<file path="src/ihw_pkg.sv">
`timescale 1ns / 1ps

package ihw_pkg;

    localparam int RECORD_BYTES = 16;
    localparam int LINE_DEPTH   = 16;
    localparam int LINE_AW      = $clog2(LINE_DEPTH);
    localparam int FILL_W       = $clog2(LINE_DEPTH + 1);
    localparam int STEP_W       = 5;

    localparam logic [7:0] CHAR_COLON = 8'h3A;
    localparam logic [7:0] CHAR_LF    = 8'h0A;
    localparam logic [7:0] CHAR_ZERO  = 8'h30;
    localparam logic [7:0] CHAR_ALPHA = 8'h37;

    localparam logic [7:0] REC_DATA = 8'h00;
    localparam logic [7:0] REC_EOF  = 8'h01;
    localparam logic [7:0] REC_ELA  = 8'h04;
    localparam logic [7:0] ELA_LEN  = 8'h02;

    typedef enum logic [1:0] {
        CMD_COLON,
        CMD_BYTE,
        CMD_SUM,
        CMD_NEWLINE
    } cmd_kind_t;

    typedef struct packed {
        cmd_kind_t   kind;
        logic [7:0]  data;
        logic        run_end;
    } ser_cmd_t;

    typedef enum logic [2:0] {
        ST_IDLE,
        ST_SCAN,
        ST_SEG,
        ST_DATA,
        ST_EOF
    } ctrl_state_t;

    function automatic logic [7:0] hex_char(input logic [3:0] nib);
        logic [7:0] wide;
        wide = {4'h0, nib};
        if (nib < 4'd10)
            return CHAR_ZERO + wide;
        else
            return CHAR_ALPHA + wide;
    endfunction

endpackage

</file>
<file path="src/ihw_ifs.sv">
`timescale 1ns / 1ps

interface ihw_in_if;
    logic        valid;
    logic        ready;
    logic [7:0]  data_byte;
    logic [31:0] start_address;
    logic        first_flag;
    logic        last_flag;

    modport source (output valid, data_byte, start_address, first_flag, last_flag,
                    input ready);
    modport sink   (input valid, data_byte, start_address, first_flag, last_flag,
                    output ready);
endinterface

interface ihw_out_if;
    logic        valid;
    logic        ready;
    logic [7:0]  ascii_char;
    logic        run_end;

    modport source (output valid, ascii_char, run_end, input ready);
    modport sink   (input valid, ascii_char, run_end, output ready);
endinterface

interface ihw_cfg_if;
    logic        valid;
    logic        ready;
    logic [15:0] blank_word;

    modport source (output valid, blank_word, input ready);
    modport sink   (input valid, blank_word, output ready);
endinterface

</file>
<file path="src/ihw_hex_ser.sv">
`timescale 1ns / 1ps

module ihw_hex_ser
    import ihw_pkg::*;
(
    input  logic             clk,
    input  logic             rst_n,
    input  ser_cmd_t         cmd,
    input  logic             cmd_valid,
    output logic             cmd_ready,
    ihw_out_if.source        text
);

    logic       valid_reg, valid_next;
    logic       pend_reg, pend_next;
    logic [7:0] char_reg, char_next;
    logic       end_reg, end_next;
    logic [3:0] low_reg, low_next;
    logic [7:0] sum_reg, sum_next;

    logic       out_free;
    logic       take;
    logic [7:0] byte_val;

    assign out_free  = !valid_reg || text.ready;
    assign cmd_ready = out_free && !pend_reg;
    assign take      = cmd_valid && cmd_ready;
    assign byte_val  = (cmd.kind == CMD_SUM) ? (8'h00 - sum_reg) : cmd.data;

    always_comb
    begin
        valid_next = valid_reg;
        pend_next  = pend_reg;
        char_next  = char_reg;
        end_next   = end_reg;
        low_next   = low_reg;
        sum_next   = sum_reg;
        if (out_free)
        begin
            valid_next = 1'b0;
            if (pend_reg)
            begin
                // second digit of the byte in flight
                char_next  = hex_char(low_reg);
                end_next   = 1'b0;
                valid_next = 1'b1;
                pend_next  = 1'b0;
            end
            else if (take)
            begin
                valid_next = 1'b1;
                end_next   = 1'b0;
                case (cmd.kind)
                    CMD_COLON:
                    begin
                        char_next = CHAR_COLON;
                        sum_next  = 8'h00;
                    end
                    CMD_BYTE:
                    begin
                        char_next = hex_char(byte_val[7:4]);
                        low_next  = byte_val[3:0];
                        pend_next = 1'b1;
                        sum_next  = sum_reg + byte_val;
                    end
                    CMD_SUM:
                    begin
                        char_next = hex_char(byte_val[7:4]);
                        low_next  = byte_val[3:0];
                        pend_next = 1'b1;
                    end
                    CMD_NEWLINE:
                    begin
                        char_next = CHAR_LF;
                        end_next  = cmd.run_end;
                    end
                    default:
                    begin
                        valid_next = 1'b0;
                    end
                endcase
            end
        end
    end

    always_ff @(posedge clk or negedge rst_n)
    begin
        if (!rst_n)
        begin
            valid_reg <= 1'b0;
            pend_reg  <= 1'b0;
        end
        else
        begin
            valid_reg <= valid_next;
            pend_reg  <= pend_next;
        end
    end

    always_ff @(posedge clk)
    begin
        char_reg <= char_next;
        end_reg  <= end_next;
        low_reg  <= low_next;
        sum_reg  <= sum_next;
    end

    assign text.valid      = valid_reg;
    assign text.ascii_char = char_reg;
    assign text.run_end    = end_reg;

    a_pend_has_output: assert property (@(posedge clk) disable iff (!rst_n)
        pend_reg |-> valid_reg)
        else $error("low digit pending with empty output register");

    a_legal_char: assert property (@(posedge clk) disable iff (!rst_n)
        valid_reg |-> (char_reg == CHAR_COLON || char_reg == CHAR_LF ||
                       (char_reg >= 8'h30 && char_reg <= 8'h39) ||
                       (char_reg >= 8'h41 && char_reg <= 8'h46)))
        else $error("output character outside the hex text set");

    a_end_on_lf: assert property (@(posedge clk) disable iff (!rst_n)
        (valid_reg && end_reg) |-> (char_reg == CHAR_LF))
        else $error("run end marked on a character other than line feed");

endmodule

</file>
<file path="src/ihw_ctrl.sv">
`timescale 1ns / 1ps

module ihw_ctrl
    import ihw_pkg::*;
(
    input  logic        clk,
    input  logic        rst_n,
    ihw_in_if.sink      image,
    ihw_cfg_if.sink     cfg,
    output ser_cmd_t    cmd,
    output logic        cmd_valid,
    input  logic        cmd_ready
);

    localparam logic [STEP_W-1:0] STEP_LEN  = STEP_W'(1);
    localparam logic [STEP_W-1:0] STEP_AHI  = STEP_W'(2);
    localparam logic [STEP_W-1:0] STEP_ALO  = STEP_W'(3);
    localparam logic [STEP_W-1:0] STEP_PAY  = STEP_W'(5);

    ctrl_state_t        state_reg, state_next;
    logic [STEP_W-1:0]  step_reg, step_next;
    logic [FILL_W-1:0]  fill_reg, fill_next;
    logic [31:0]        next_addr_reg, next_addr_next;
    logic [15:0]        seg_reg, seg_next;
    logic [15:0]        blank_reg, blank_next;
    logic               need_seg_reg, need_seg_next;
    logic               flush_reg, flush_next;
    logic               last_reg, last_next;
    logic               skip_reg, skip_next;
    logic [15:0]        line_addr_reg;
    logic [7:0]         line_buf_reg [LINE_DEPTH];

    // accept-side arithmetic
    logic               accept;
    logic [31:0]        acc_addr;
    logic [31:0]        acc_addr_inc;
    logic [FILL_W-1:0]  acc_fill;
    logic [FILL_W-1:0]  acc_fill_new;
    logic               acc_need_seg;
    logic               acc_flush;

    // record sequencing
    logic [FILL_W-1:0]  rec_len;
    logic [7:0]         rec_ahi;
    logic [7:0]         rec_alo;
    logic [7:0]         rec_type;
    logic               rec_final;
    logic [STEP_W-1:0]  pay_end;
    logic [STEP_W-1:0]  pay_idx;
    logic [LINE_AW-1:0] rd_idx;
    logic [7:0]         rd_byte;
    logic [7:0]         pay_byte;
    logic               is_nl;
    logic               take;
    logic               nl_done;
    logic               scan_mismatch;
    logic               scan_last;
    logic               skip_now;

    assign accept       = image.valid && image.ready;
    assign acc_addr     = image.first_flag ? image.start_address : next_addr_reg;
    assign acc_addr_inc = acc_addr + 32'd1;
    assign acc_fill     = image.first_flag ? '0 : fill_reg;
    assign acc_fill_new = acc_fill + FILL_W'(1);
    assign acc_need_seg = image.first_flag || (acc_addr[31:16] != seg_reg);
    assign acc_flush    = (acc_fill_new >= FILL_W'(RECORD_BYTES)) ||
                          (acc_addr_inc[15:0] == 16'h0000) || image.last_flag;

    assign image.ready  = (state_reg == ST_IDLE);
    assign cfg.ready    = 1'b1;

    // record fields for the record being sent
    always_comb
    begin
        rec_len   = '0;
        rec_ahi   = 8'h00;
        rec_alo   = 8'h00;
        rec_type  = REC_DATA;
        rec_final = 1'b0;
        case (state_reg)
            ST_SEG:
            begin
                rec_len   = FILL_W'(ELA_LEN);
                rec_type  = REC_ELA;
                rec_final = !(flush_reg && !skip_reg) && !last_reg;
            end
            ST_DATA:
            begin
                rec_len   = fill_reg;
                rec_ahi   = line_addr_reg[15:8];
                rec_alo   = line_addr_reg[7:0];
                rec_type  = REC_DATA;
                rec_final = !last_reg;
            end
            ST_EOF:
            begin
                rec_type  = REC_EOF;
                rec_final = 1'b1;
            end
            default:
            begin
                rec_len   = '0;
            end
        endcase
    end

    assign pay_end  = STEP_PAY + STEP_W'(rec_len);
    assign pay_idx  = step_reg - STEP_PAY;
    assign rd_idx   = (state_reg == ST_SCAN) ? step_reg[LINE_AW-1:0] : pay_idx[LINE_AW-1:0];
    assign rd_byte  = line_buf_reg[rd_idx];
    assign pay_byte = (state_reg == ST_SEG) ? (pay_idx[0] ? seg_reg[7:0] : seg_reg[15:8])
                                            : rd_byte;
    assign is_nl    = (step_reg == pay_end + STEP_W'(1));
    assign take     = cmd_valid && cmd_ready;
    assign nl_done  = take && is_nl;

    // blank scan: even bytes against the low half, odd bytes against the high half
    assign scan_mismatch = rd_byte != (step_reg[0] ? blank_reg[15:8] : blank_reg[7:0]);
    assign scan_last     = (step_reg == STEP_W'(fill_reg - FILL_W'(1)));
    assign skip_now      = skip_reg && !scan_mismatch;

    // command to the serializer
    always_comb
    begin
        cmd_valid   = (state_reg == ST_SEG) || (state_reg == ST_DATA) ||
                      (state_reg == ST_EOF);
        cmd.kind    = CMD_BYTE;
        cmd.data    = rec_type;
        cmd.run_end = 1'b0;
        if (step_reg == '0)
        begin
            cmd.kind = CMD_COLON;
        end
        else if (step_reg < STEP_PAY)
        begin
            case (step_reg)
                STEP_LEN: cmd.data = 8'(rec_len);
                STEP_AHI: cmd.data = rec_ahi;
                STEP_ALO: cmd.data = rec_alo;
                default:  cmd.data = rec_type;
            endcase
        end
        else if (step_reg < pay_end)
        begin
            cmd.data = pay_byte;
        end
        else if (step_reg == pay_end)
        begin
            cmd.kind = CMD_SUM;
        end
        else
        begin
            cmd.kind    = CMD_NEWLINE;
            cmd.run_end = rec_final;
        end
    end

    // next state
    always_comb
    begin
        state_next = state_reg;
        case (state_reg)
            ST_IDLE:
            begin
                if (accept)
                begin
                    if (acc_flush && (blank_reg != 16'h0000))
                        state_next = ST_SCAN;
                    else if (acc_need_seg)
                        state_next = ST_SEG;
                    else if (acc_flush)
                        state_next = ST_DATA;
                end
            end
            ST_SCAN:
            begin
                if (scan_last)
                begin
                    if (need_seg_reg)
                        state_next = ST_SEG;
                    else if (!skip_now)
                        state_next = ST_DATA;
                    else if (last_reg)
                        state_next = ST_EOF;
                    else
                        state_next = ST_IDLE;
                end
            end
            ST_SEG:
            begin
                if (nl_done)
                begin
                    if (flush_reg && !skip_reg)
                        state_next = ST_DATA;
                    else if (last_reg)
                        state_next = ST_EOF;
                    else
                        state_next = ST_IDLE;
                end
            end
            ST_DATA:
            begin
                if (nl_done)
                    state_next = last_reg ? ST_EOF : ST_IDLE;
            end
            ST_EOF:
            begin
                if (nl_done)
                    state_next = ST_IDLE;
            end
            default:
            begin
                state_next = ST_IDLE;
            end
        endcase
    end

    // data path state
    always_comb
    begin
        fill_next      = fill_reg;
        next_addr_next = next_addr_reg;
        seg_next       = seg_reg;
        blank_next     = blank_reg;
        need_seg_next  = need_seg_reg;
        flush_next     = flush_reg;
        last_next      = last_reg;
        skip_next      = skip_reg;

        if (cfg.valid && cfg.ready)
            blank_next = cfg.blank_word;

        if (accept)
        begin
            fill_next      = acc_fill_new;
            next_addr_next = acc_addr_inc;
            seg_next       = acc_addr[31:16];
            need_seg_next  = acc_need_seg;
            flush_next     = acc_flush;
            last_next      = image.last_flag;
            // an odd trailing byte pairs with a zero high byte
            skip_next      = (blank_reg != 16'h0000) &&
                             !(acc_fill_new[0] && (blank_reg[15:8] != 8'h00));
        end
        else if (state_reg == ST_SCAN)
        begin
            skip_next = skip_now;
        end

        // drop the record once it is sent or skipped
        if ((state_reg != ST_IDLE) && flush_reg &&
            ((state_next == ST_IDLE) || (state_next == ST_EOF)))
            fill_next = '0;

        if (state_next != state_reg)
            step_next = '0;
        else if ((state_reg == ST_SCAN) || take)
            step_next = step_reg + STEP_W'(1);
        else
            step_next = step_reg;
    end

    always_ff @(posedge clk or negedge rst_n)
    begin
        if (!rst_n)
        begin
            state_reg     <= ST_IDLE;
            step_reg      <= '0;
            fill_reg      <= '0;
            next_addr_reg <= '0;
            seg_reg       <= '0;
            blank_reg     <= '0;
            need_seg_reg  <= 1'b0;
            flush_reg     <= 1'b0;
            last_reg      <= 1'b0;
            skip_reg      <= 1'b0;
        end
        else
        begin
            state_reg     <= state_next;
            step_reg      <= step_next;
            fill_reg      <= fill_next;
            next_addr_reg <= next_addr_next;
            seg_reg       <= seg_next;
            blank_reg     <= blank_next;
            need_seg_reg  <= need_seg_next;
            flush_reg     <= flush_next;
            last_reg      <= last_next;
            skip_reg      <= skip_next;
        end
    end

    always_ff @(posedge clk)
    begin
        if (accept)
        begin
            line_buf_reg[acc_fill[LINE_AW-1:0]] <= image.data_byte;
            if (acc_fill == '0)
                line_addr_reg <= acc_addr[15:0];
        end
    end

    a_fill_in_range: assert property (@(posedge clk) disable iff (!rst_n)
        (state_reg == ST_IDLE) |-> (fill_reg < FILL_W'(LINE_DEPTH)))
        else $error("open record holds a full line while idle");

    a_last_emits: assert property (@(posedge clk) disable iff (!rst_n)
        (accept && image.last_flag) |=> (state_reg != ST_IDLE))
        else $error("last byte accepted without closing records");

    a_data_nonempty: assert property (@(posedge clk) disable iff (!rst_n)
        (state_reg == ST_DATA || state_reg == ST_SCAN) |-> (fill_reg != '0))
        else $error("data record or scan started on an empty line");

endmodule

</file>
<file path="src/intel_hex_record_writer_top.sv">
`timescale 1ns / 1ps

// Intel HEX record writer.
// image: memory image bytes, one per request; first_flag carries start_address and
//   opens a type 04 record, last_flag closes the open record and adds the EOF record.
// text:  one ASCII character per request (colon, uppercase hex digit, line feed);
//   run_end marks the last character caused by an input byte.
// cfg:   blank_word write; nonzero drops data records made only of that word.
// A byte is taken only when the sequencer is idle. A byte that neither closes
// a record nor needs a type 04 record leaves the sequencer idle. Otherwise the
// characters come at one per cycle while text is ready, from the hex serializer
// (each byte becomes two hex digits); the first character passes through the
// sequencer state register and the serializer output register. With blank_word
// nonzero a closing byte first scans every buffered byte against that word.
// Reset clears the address, segment, open line and blank_word. When text stalls,
// the output register holds its character and the sequencer waits; no input is
// taken until every character of the current byte has reached the serializer.
module intel_hex_record_writer_top
    import ihw_pkg::*;
(
    input  logic        clk,
    input  logic        rst_n,
    ihw_in_if.sink      image,
    ihw_out_if.source   text,
    ihw_cfg_if.sink     cfg
);

    ser_cmd_t cmd;
    logic     cmd_valid;
    logic     cmd_ready;

    ihw_ctrl u_ctrl (
        .clk       (clk),
        .rst_n     (rst_n),
        .image     (image),
        .cfg       (cfg),
        .cmd       (cmd),
        .cmd_valid (cmd_valid),
        .cmd_ready (cmd_ready)
    );

    ihw_hex_ser u_ser (
        .clk       (clk),
        .rst_n     (rst_n),
        .cmd       (cmd),
        .cmd_valid (cmd_valid),
        .cmd_ready (cmd_ready),
        .text      (text)
    );

endmodule
</file>
<file path="src/flat_wrapper.sv">
// flat-port wrapper written by rule: the top's interface ports become plain ports
module intel_hex_record_writer_top_flat import ihw_pkg::*;
  (clk, rst_n, image_valid, image_data_byte, image_start_address, image_first_flag, image_last_flag, image_ready, text_valid, text_ascii_char, text_run_end, text_ready, cfg_valid, cfg_blank_word, cfg_ready);
  ihw_in_if image_i ();
  ihw_out_if text_i ();
  ihw_cfg_if cfg_i ();
  input  logic clk;
  input  logic rst_n;
  input wire logic [$bits(image_i.valid)-1:0] image_valid;
  input wire logic [$bits(image_i.data_byte)-1:0] image_data_byte;
  input wire logic [$bits(image_i.start_address)-1:0] image_start_address;
  input wire logic [$bits(image_i.first_flag)-1:0] image_first_flag;
  input wire logic [$bits(image_i.last_flag)-1:0] image_last_flag;
  output wire logic [$bits(image_i.ready)-1:0] image_ready;
  output wire logic [$bits(text_i.valid)-1:0] text_valid;
  output wire logic [$bits(text_i.ascii_char)-1:0] text_ascii_char;
  output wire logic [$bits(text_i.run_end)-1:0] text_run_end;
  input wire logic [$bits(text_i.ready)-1:0] text_ready;
  input wire logic [$bits(cfg_i.valid)-1:0] cfg_valid;
  input wire logic [$bits(cfg_i.blank_word)-1:0] cfg_blank_word;
  output wire logic [$bits(cfg_i.ready)-1:0] cfg_ready;
  assign image_i.valid = image_valid;
  assign image_i.data_byte = image_data_byte;
  assign image_i.start_address = image_start_address;
  assign image_i.first_flag = image_first_flag;
  assign image_i.last_flag = image_last_flag;
  assign image_ready = image_i.ready;
  assign text_valid = text_i.valid;
  assign text_ascii_char = text_i.ascii_char;
  assign text_run_end = text_i.run_end;
  assign text_i.ready = text_ready;
  assign cfg_i.valid = cfg_valid;
  assign cfg_i.blank_word = cfg_blank_word;
  assign cfg_ready = cfg_i.ready;
  intel_hex_record_writer_top u_core (.clk(clk), .rst_n(rst_n), .image(image_i), .text(text_i), .cfg(cfg_i));
endmodule
</file>
<file path="config.mk">
export PLATFORM = sky130hd
export DESIGN_NAME = intel_hex_record_writer_top_flat
export DESIGN_NICKNAME = d
export VERILOG_FILES = /design/src/ihw_pkg.sv /design/src/ihw_ifs.sv /design/src/ihw_hex_ser.sv /design/src/ihw_ctrl.sv /design/src/intel_hex_record_writer_top.sv /design/src/flat_wrapper.sv
export SDC_FILE = /design/constraint.sdc
export NUM_CORES = 1
export LEC_CHECK = 0
export ABC_AREA = 1
export BUFFER_PORTS_ARGS = -buffer_cell sky130_fd_sc_hd__buf_4
export CAP_MARGIN = 15
export CORE_AREA = 5 5 165 167
export DETAILED_ROUTE_END_ITERATION = 16
export DIE_AREA = 0 0 170 172
export GPL_ROUTABILITY_DRIVEN = 0
export PLACE_DENSITY_LB_ADDON = 0.2
export SLEW_MARGIN = 0
export SYNTH_ARGS = -nofsm -noshare
export SYNTH_HDL_FRONTEND = slang
export SYNTH_SLANG_ARGS = --single-unit
export TNS_END_PERCENT = 10
</file>
<file path="constraint.sdc">
create_clock -name clk -period 13.93 [get_ports clk]
set_input_delay 1.393 -clock clk [delete_from_list [all_inputs] [get_ports clk]]
set_output_delay 1.393 -clock clk [all_outputs]
set_load 0.02 [all_outputs]
</file>
; After elaboration in Yosys (flattened, before gate mapping)
; Memory sizes are Yosys's and may differ from the RTL's.
; Index checks and enable logic that the tools add are counted.
[word_totals]
ff_bits = 120
ramBits = 128
input_bits = 63
out_inout_bits = 12
word_cells = 157
n_memories = 1
[classes]
addsub = 13
order_cmp = 5
n_eq_ne = 17
mux = 57
n_bitwise = 1
reduce_logical = 46
[memory_table]
columns = name, depth, word_bits, read_ports, rd_ports_with_merged_regs, write_ports, line
row1 = u_core.u_ctrl.line_buf_reg, 16, 8, 1, 0, 1, ihw_ctrl.sv:31  ; logic [7:0] line_buf_reg [LINE_DEPTH];
[ops]
columns = op, count
row1 = 2-to-1 mux 8 bit, 10
row2 = case mux 8 bit (3 select lines), 2
row3 = 2-to-1 mux 3 bit, 12
row4 = adder 32 x 1 -> 32 bit (second input constant), 1
row5 = 2-to-1 mux 32 bit, 1
row6 = adder 6 x 4 -> 7 bit (first input constant), 4
row7 = 2-to-1 mux 5 bit, 5
row8 = logical NOT 16 bit, 1
row9 = != test 16 bit, 1
row10 = case mux 8 bit (2 select lines), 1
row11 = nonzero test 16 bit, 1
row12 = adder 5 x 1 -> 5 bit (second input constant), 3
row13 = equality test 5 bit, 3
row14 = 2-to-1 mux 1 bit, 15
row15 = case mux 3 bit (5 select lines), 1
row16 = 2-to-1 mux 7 bit, 2
row17 = logical AND 1 bit, 12
row18 = equality test 5 x 2 -> 1 bit (second input constant), 2
row19 = logical NOT 5 bit, 2
row20 = case mux 5 bit (2 select lines), 1
row21 = nonzero test 2 bit, 5
row22 = 2-to-1 mux 9 bit, 1
row23 = adder 8 bit, 1
row24 = logical OR 1 bit, 8
row25 = 29 further kinds, 44

; Logic depth before layout (Yosys ltp)
[logic_depth]
word_depth = 15
mapped_depth = 40
mapped_depth_nobuf = 40

; Modules after synthesis
; A second synthesis with hierarchy kept.
[unflattened]
hier_cells = 1595
area_unflattened_um2 = 13972.2
[by_module_without_submodules]
columns = mod, instances, cells_per_inst, area_each_um2, seq_area_each_um2
row1 = ihw_ctrl, 1, 1380, 12235.5, 6351.1
row2 = ihw_hex_ser, 1, 215, 1736.7, 650.6

; Worst setup path after synthesis
; OpenSTA, ideal clock, no wires.
[synth_path]
kind = flip-flop to flip-flop
start = register u_core.u_ctrl.state_reg[2]
end = register u_core.u_ser.sum_reg[7] (data pin)
setup_time_ns = 0.254
arrival_ns = 5.298
required_time_ns = 13.676
path_slack_ns = 8.378
stages_incl_launch_ff = 40
n_path_buf = 0
period_less_slack_ns = 5.552
cell_sequence = dfrtp_1 > inv_2 > nand2_1 > inv_1 > o21ai_0 > inv_1 > ha_1 > inv_1 > a21oi_1 > or2_2 > nand3_1 > ha_1 > nand2_1 > or2_2 > nand3_1 > inv_1 > nor2_1 > inv_1 > [... 4 more ...] > a31oi_1 > a22oi_1 > inv_1 > ha_1 > a21oi_1 > nor2_1 > nor2_1 > nor2_1 > nor2_1 > o21ai_0 > inv_1 > nor2_1 > nor2_1 > nor2_1 > nor2_1 > xor2_1 > xor2_1 > nor2_1
[synth_between]
elab_chain_cells = 12
elab_cells_between_ends = 28
cone_classes = add/sub: 2 / order compare: 1 / eq/ne: 7 / mux: 16 / reduce/logical: 1 / memory: 1
[synth_rtl]
columns = item, line
row1 = "start, declared", ihw_ctrl.sv:20  ; ctrl_state_t state_reg, state_next;
row2 = "start signal, assigned", ihw_ctrl.sv:280  ; state_reg <= state_next;
row3 = branches (longest 9 deep; another with adder 3 x 5 -> 5 bit), n/a
row4 = 2-to-1 mux 8 bit *, ihw_hex_ser.sv:28  ; assign byte_val = (cmd.kind == CMD_SUM) ? (8'h00 - sum_reg) : cmd.data;
row5 = via u_core.u_ser.byte_val[1], ihw_hex_ser.sv:23  ; logic [7:0] byte_val;
row6 = adder 8 bit *, ihw_hex_ser.sv:64  ; sum_next = sum_reg + byte_val;
row7 = case mux 8 bit (2 select lines) *, ihw_hex_ser.sv:53  ; case (cmd.kind)
row8 = "end signal, assigned", ihw_hex_ser.sv:105  ; sum_reg <= sum_next;
row9 = "end, declared", ihw_hex_ser.sv:19  ; logic [7:0] sum_reg, sum_next;
; Mark *: on every way through the listed nets, which the timed path passes.
; A chain may end at the register's enable or synchronous reset.

; Final worst setup path
[layout_path]
start = register u_core.u_ctrl.state_reg[0]
end = register u_core.u_ser.sum_reg[7] (data pin)
; Same word-level chain as after synthesis.

==> flow_metrics.py <==
metrics = {
    "final_layout": {
        "n_antenna_cell": 0,
        "largest_reg_flops": 128,
        "stdcell_area_sq_um": 15300,
        "drive_above_1_share_pct": 12.2,
        "syn_to_final_growth_pct": 11.4,
        "fin_nets": 1709,
    },
    "hold_path": {
        "hold_end": "u_core.u_ctrl.next_addr_reg[15]",
        "hold_depth": 2,
        "hold_class": "flip-flop to flip-flop",
        "worstHoldStart": "u_core.u_ctrl.next_addr_reg[15]",
    },
    "die": {
        "core_area_sq_um": 25600,
        "die_area_sq_um": 29200,
        "dieWidth_microns": 170,
        "start_util_pct": 53.6,
        "ios": 75,
        "row_count": 59,
        "fp.dieH_microns": 172,
    },
    "yosys": {
        "synth_most_common_cell": "nand2_1",
        "synthTopCellsByCount": "nand2_1 (386), nand3_1 (214), edfxtp_1 (164)",
        "ys_seq_elements": 247,
        "synth.area.top_cells": "edfxtp_1 (36%), dfrtp_1 (15%), nand2_1 (11%), nand3_1 (7.8%), inv_1 (4.2%)",
        "postSynthAreaPerCell_sq_um": 8.81,
        "synthCells": 1560,
        "synth_top_area_share_pct": 35.8,
        "seq_area_frac_synth_pct": 51.0,
        "ys.flop_type": "edfxtp_1",
        "ys_warn_count": 0,
        "ys_async_sr_fraction_pct": 33.6,
        "synth_top_area_cell": "edfxtp_1",
        "syn-cell-area_sq_um": 13700,
        "syn_nets": 1658,
        "synth-edff-count": 164,
        "synth_cell_type_count": 63,
    },
    "power": {
        "ir_worst_vdd_mv": 0.146,
        "power.density_nw_per_um2": 195,
        "power_leakage_uw": 0.00643,
    },
    "clocking": {
        "numCtsBuffers": 27,
        "cts_hold_buf": 0,
        "cts_sinks": 247,
        "clock_path_buffers": 3,
        "cts_tree": "done",
        "cts_setup_buffers": 0,
        "clock_latency_ns": 0.56,
        "root_buffer": "clkbuf_16",
        "clk_pin_slew_ns": 0.06,
        "cts_max_level": 1,
        "cts_resized": 0,
    },
    "sta": {
        "rsz0062_at_grt": "false",
        "tns_ns": 0,
        "setup_viol": 0,
        "relSlewSlack_pct": 43.4,
        "hold_ws_ns": 0.478,
        "fin_crit_sh_pct": 48.8,
        "fmax_mhz": 147,
        "min_period_ns": 6.79,
        "fin_worst_skew_ns": 0.0145,
        "finalHoldViolCount": 0,
        "tightest_slew_ns": 0.845,
        "timing.final.ws_setup_ns": 7.14,
        "final_max_slew_viol_count": 0,
    },
    "global_route": {
        "overflow": 0,
        "grt_pass1_wl_microns": 55200,
        "grt_max_degree": 71,
        "grt_use_total_pct": 23.6,
        "grt_pass1_vias": 10500,
        "antenna_found_initial": 0,
    },
    "setup_path": {
        "r2r-start": "u_core.u_ctrl.state_reg[0]",
        "reg2regPathDepth": 38,
        "startpoint_type": "flip-flop",
        "worstPathRequired_ns": 14.24,
        "r2r_end": "u_core.u_ser.sum_reg[7]",
        "crit_path_top_delay_cell": "dfrtp_1",
        "crit_fanout": 21,
        "critPathMaxStageDelay_ns": 0.53,
        "critPathKind": "flip-flop to flip-flop",
        "arrival_ns": 7.11,
        "cpMostUsedCell": "nor2_1",
        "endpoint_kind": "flip-flop",
        "reg2reg_slack_ns": 7.14,
    },
    "route": {
        "viasPerCell": 5.59,
        "totalWireLength_microns": 34300,
        "ant_nets": 0,
        "drt_iter0_drc": 1086,
        "dr.pass1.iters": 5,
        "drc": 0,
        "via_count": 10998,
        "drt-wirelength-per-cell_microns": 17.5,
    },
    "place": {
        "place_hpwl_microns": 23600,
        "place_ws_ns": 7.22,
        "port-buffer-count": 72,
        "placement.cell_area_sq_um": 14400,
    },
    "outcome": {
        "outcome": "complete, no violations",
    },
    "flow_run": {
        "max_cap_violations": 0,
    },
}
stage by stage:
stage | total power, uW | util, % | instances
2_1_floorplan | 1940 | - | 1560
3_3_place_gp | 2220 | 56.2 | 1916
3_5_place_dp | 2250 | 56.2 | 1916
4_1_cts | 2980 | 59.7 | 1966
5_1_grt | 3200 | 59.8 | 1967
6_report | 2980 | 59.8 | 1967
placed cells by master, fill, tap and decap left out, drive strengths merged, types with 2 or more instances in the layout:
cell type,count
edfxtp,164
conb,2
ha,34
nand4,17
or2,12
o22ai,6
o221ai,7
buf,80
xnor2,9
nand2,404
nor4,6
bufinv,4
a21oi,32
clkinv,7
xor2,26
nand3b,2
inv,161
nor2,137
clkbuf,40
a31oi,8
o21bai,5
a22oi,3
a211oi,2
dfrtp,83
o21ai,102
o31ai,9
o21a,4
nor3b,2
nand3,222
mux2,8
nor3,13
o211ai,11
worst max-delay path: cells and delay by family (launching register included):
kind                     cells  cell delay, ns
AO/OA/AOI/OAI                6            1.17
XOR/XNOR                     2            0.32
adder cells (fa/ha/maj)      4            1.16
buffers and inverters        7            0.75
flip-flops                   1            0.53
AND/OR/NAND/NOR             19            2.60
layer usage:
metal	GRT usage, %	vias to the layer above	part of all wire (%)
met1	35.0	5183	45
met3	3.82	60	7.6
li1	-	5355	-
met5	0	-	0
met4	6.32	0	2.5
met2	36.4	400	45
cell families after synthesis:
kind of cell | after synthesis | share of synthesized area (%)
compound gates | 193 | 8.46
buf+inv | 221 | 7.17
mux | 9 | 0.728
xor+xnor | 35 | 2.50
fa+ha+maj | 35 | 3.24
flops | 247 | 51.0
other cells | 2 | 0.0547
simple gates | 818 | 26.9
how the worst max path moves through the flow:
stage / startpoint / endpoint / slack (ns)
detailed placement: u_core.u_ctrl.state_reg[0] / u_core.u_ser.sum_reg[7] / 7.22
finish: u_core.u_ctrl.state_reg[0] / u_core.u_ser.sum_reg[7] / 7.14
global route: u_core.u_ctrl.state_reg[0] / u_core.u_ser.sum_reg[7] / 6.40
global placement: u_core.u_ctrl.state_reg[0] / u_core.u_ser.sum_reg[7] / 7.65
CTS: u_core.u_ctrl.state_reg[0] / u_core.u_ser.sum_reg[7] / 7.21
floorplan: u_core.u_ctrl.state_reg[2] / u_core.u_ser.sum_reg[7] / 8.38
area by class of cell:
| cell class | count | area, sq um |
|---|---|---|
| Fill cell | 2234 | 10300 |
| Sequential cell | 247 | 7000 |
| Multi-Input combinational cell | 1092 | 5760 |
| Clock buffer | 40 | 734 |
| Inverter | 163 | 619 |
| Timing Repair Buffer | 80 | 604 |
| Tap cell | 335 | 419 |
| Clock inverter | 10 | 164 |
report_power, final:
group          total, uW  switching, uW  internal [uW]
Combinational       1240            856            388
Sequential          1010           80.5            932
Clock                728            289            440
Total               2980           1230           1760
Note: power is estimated with default switching activity, not from simulation.
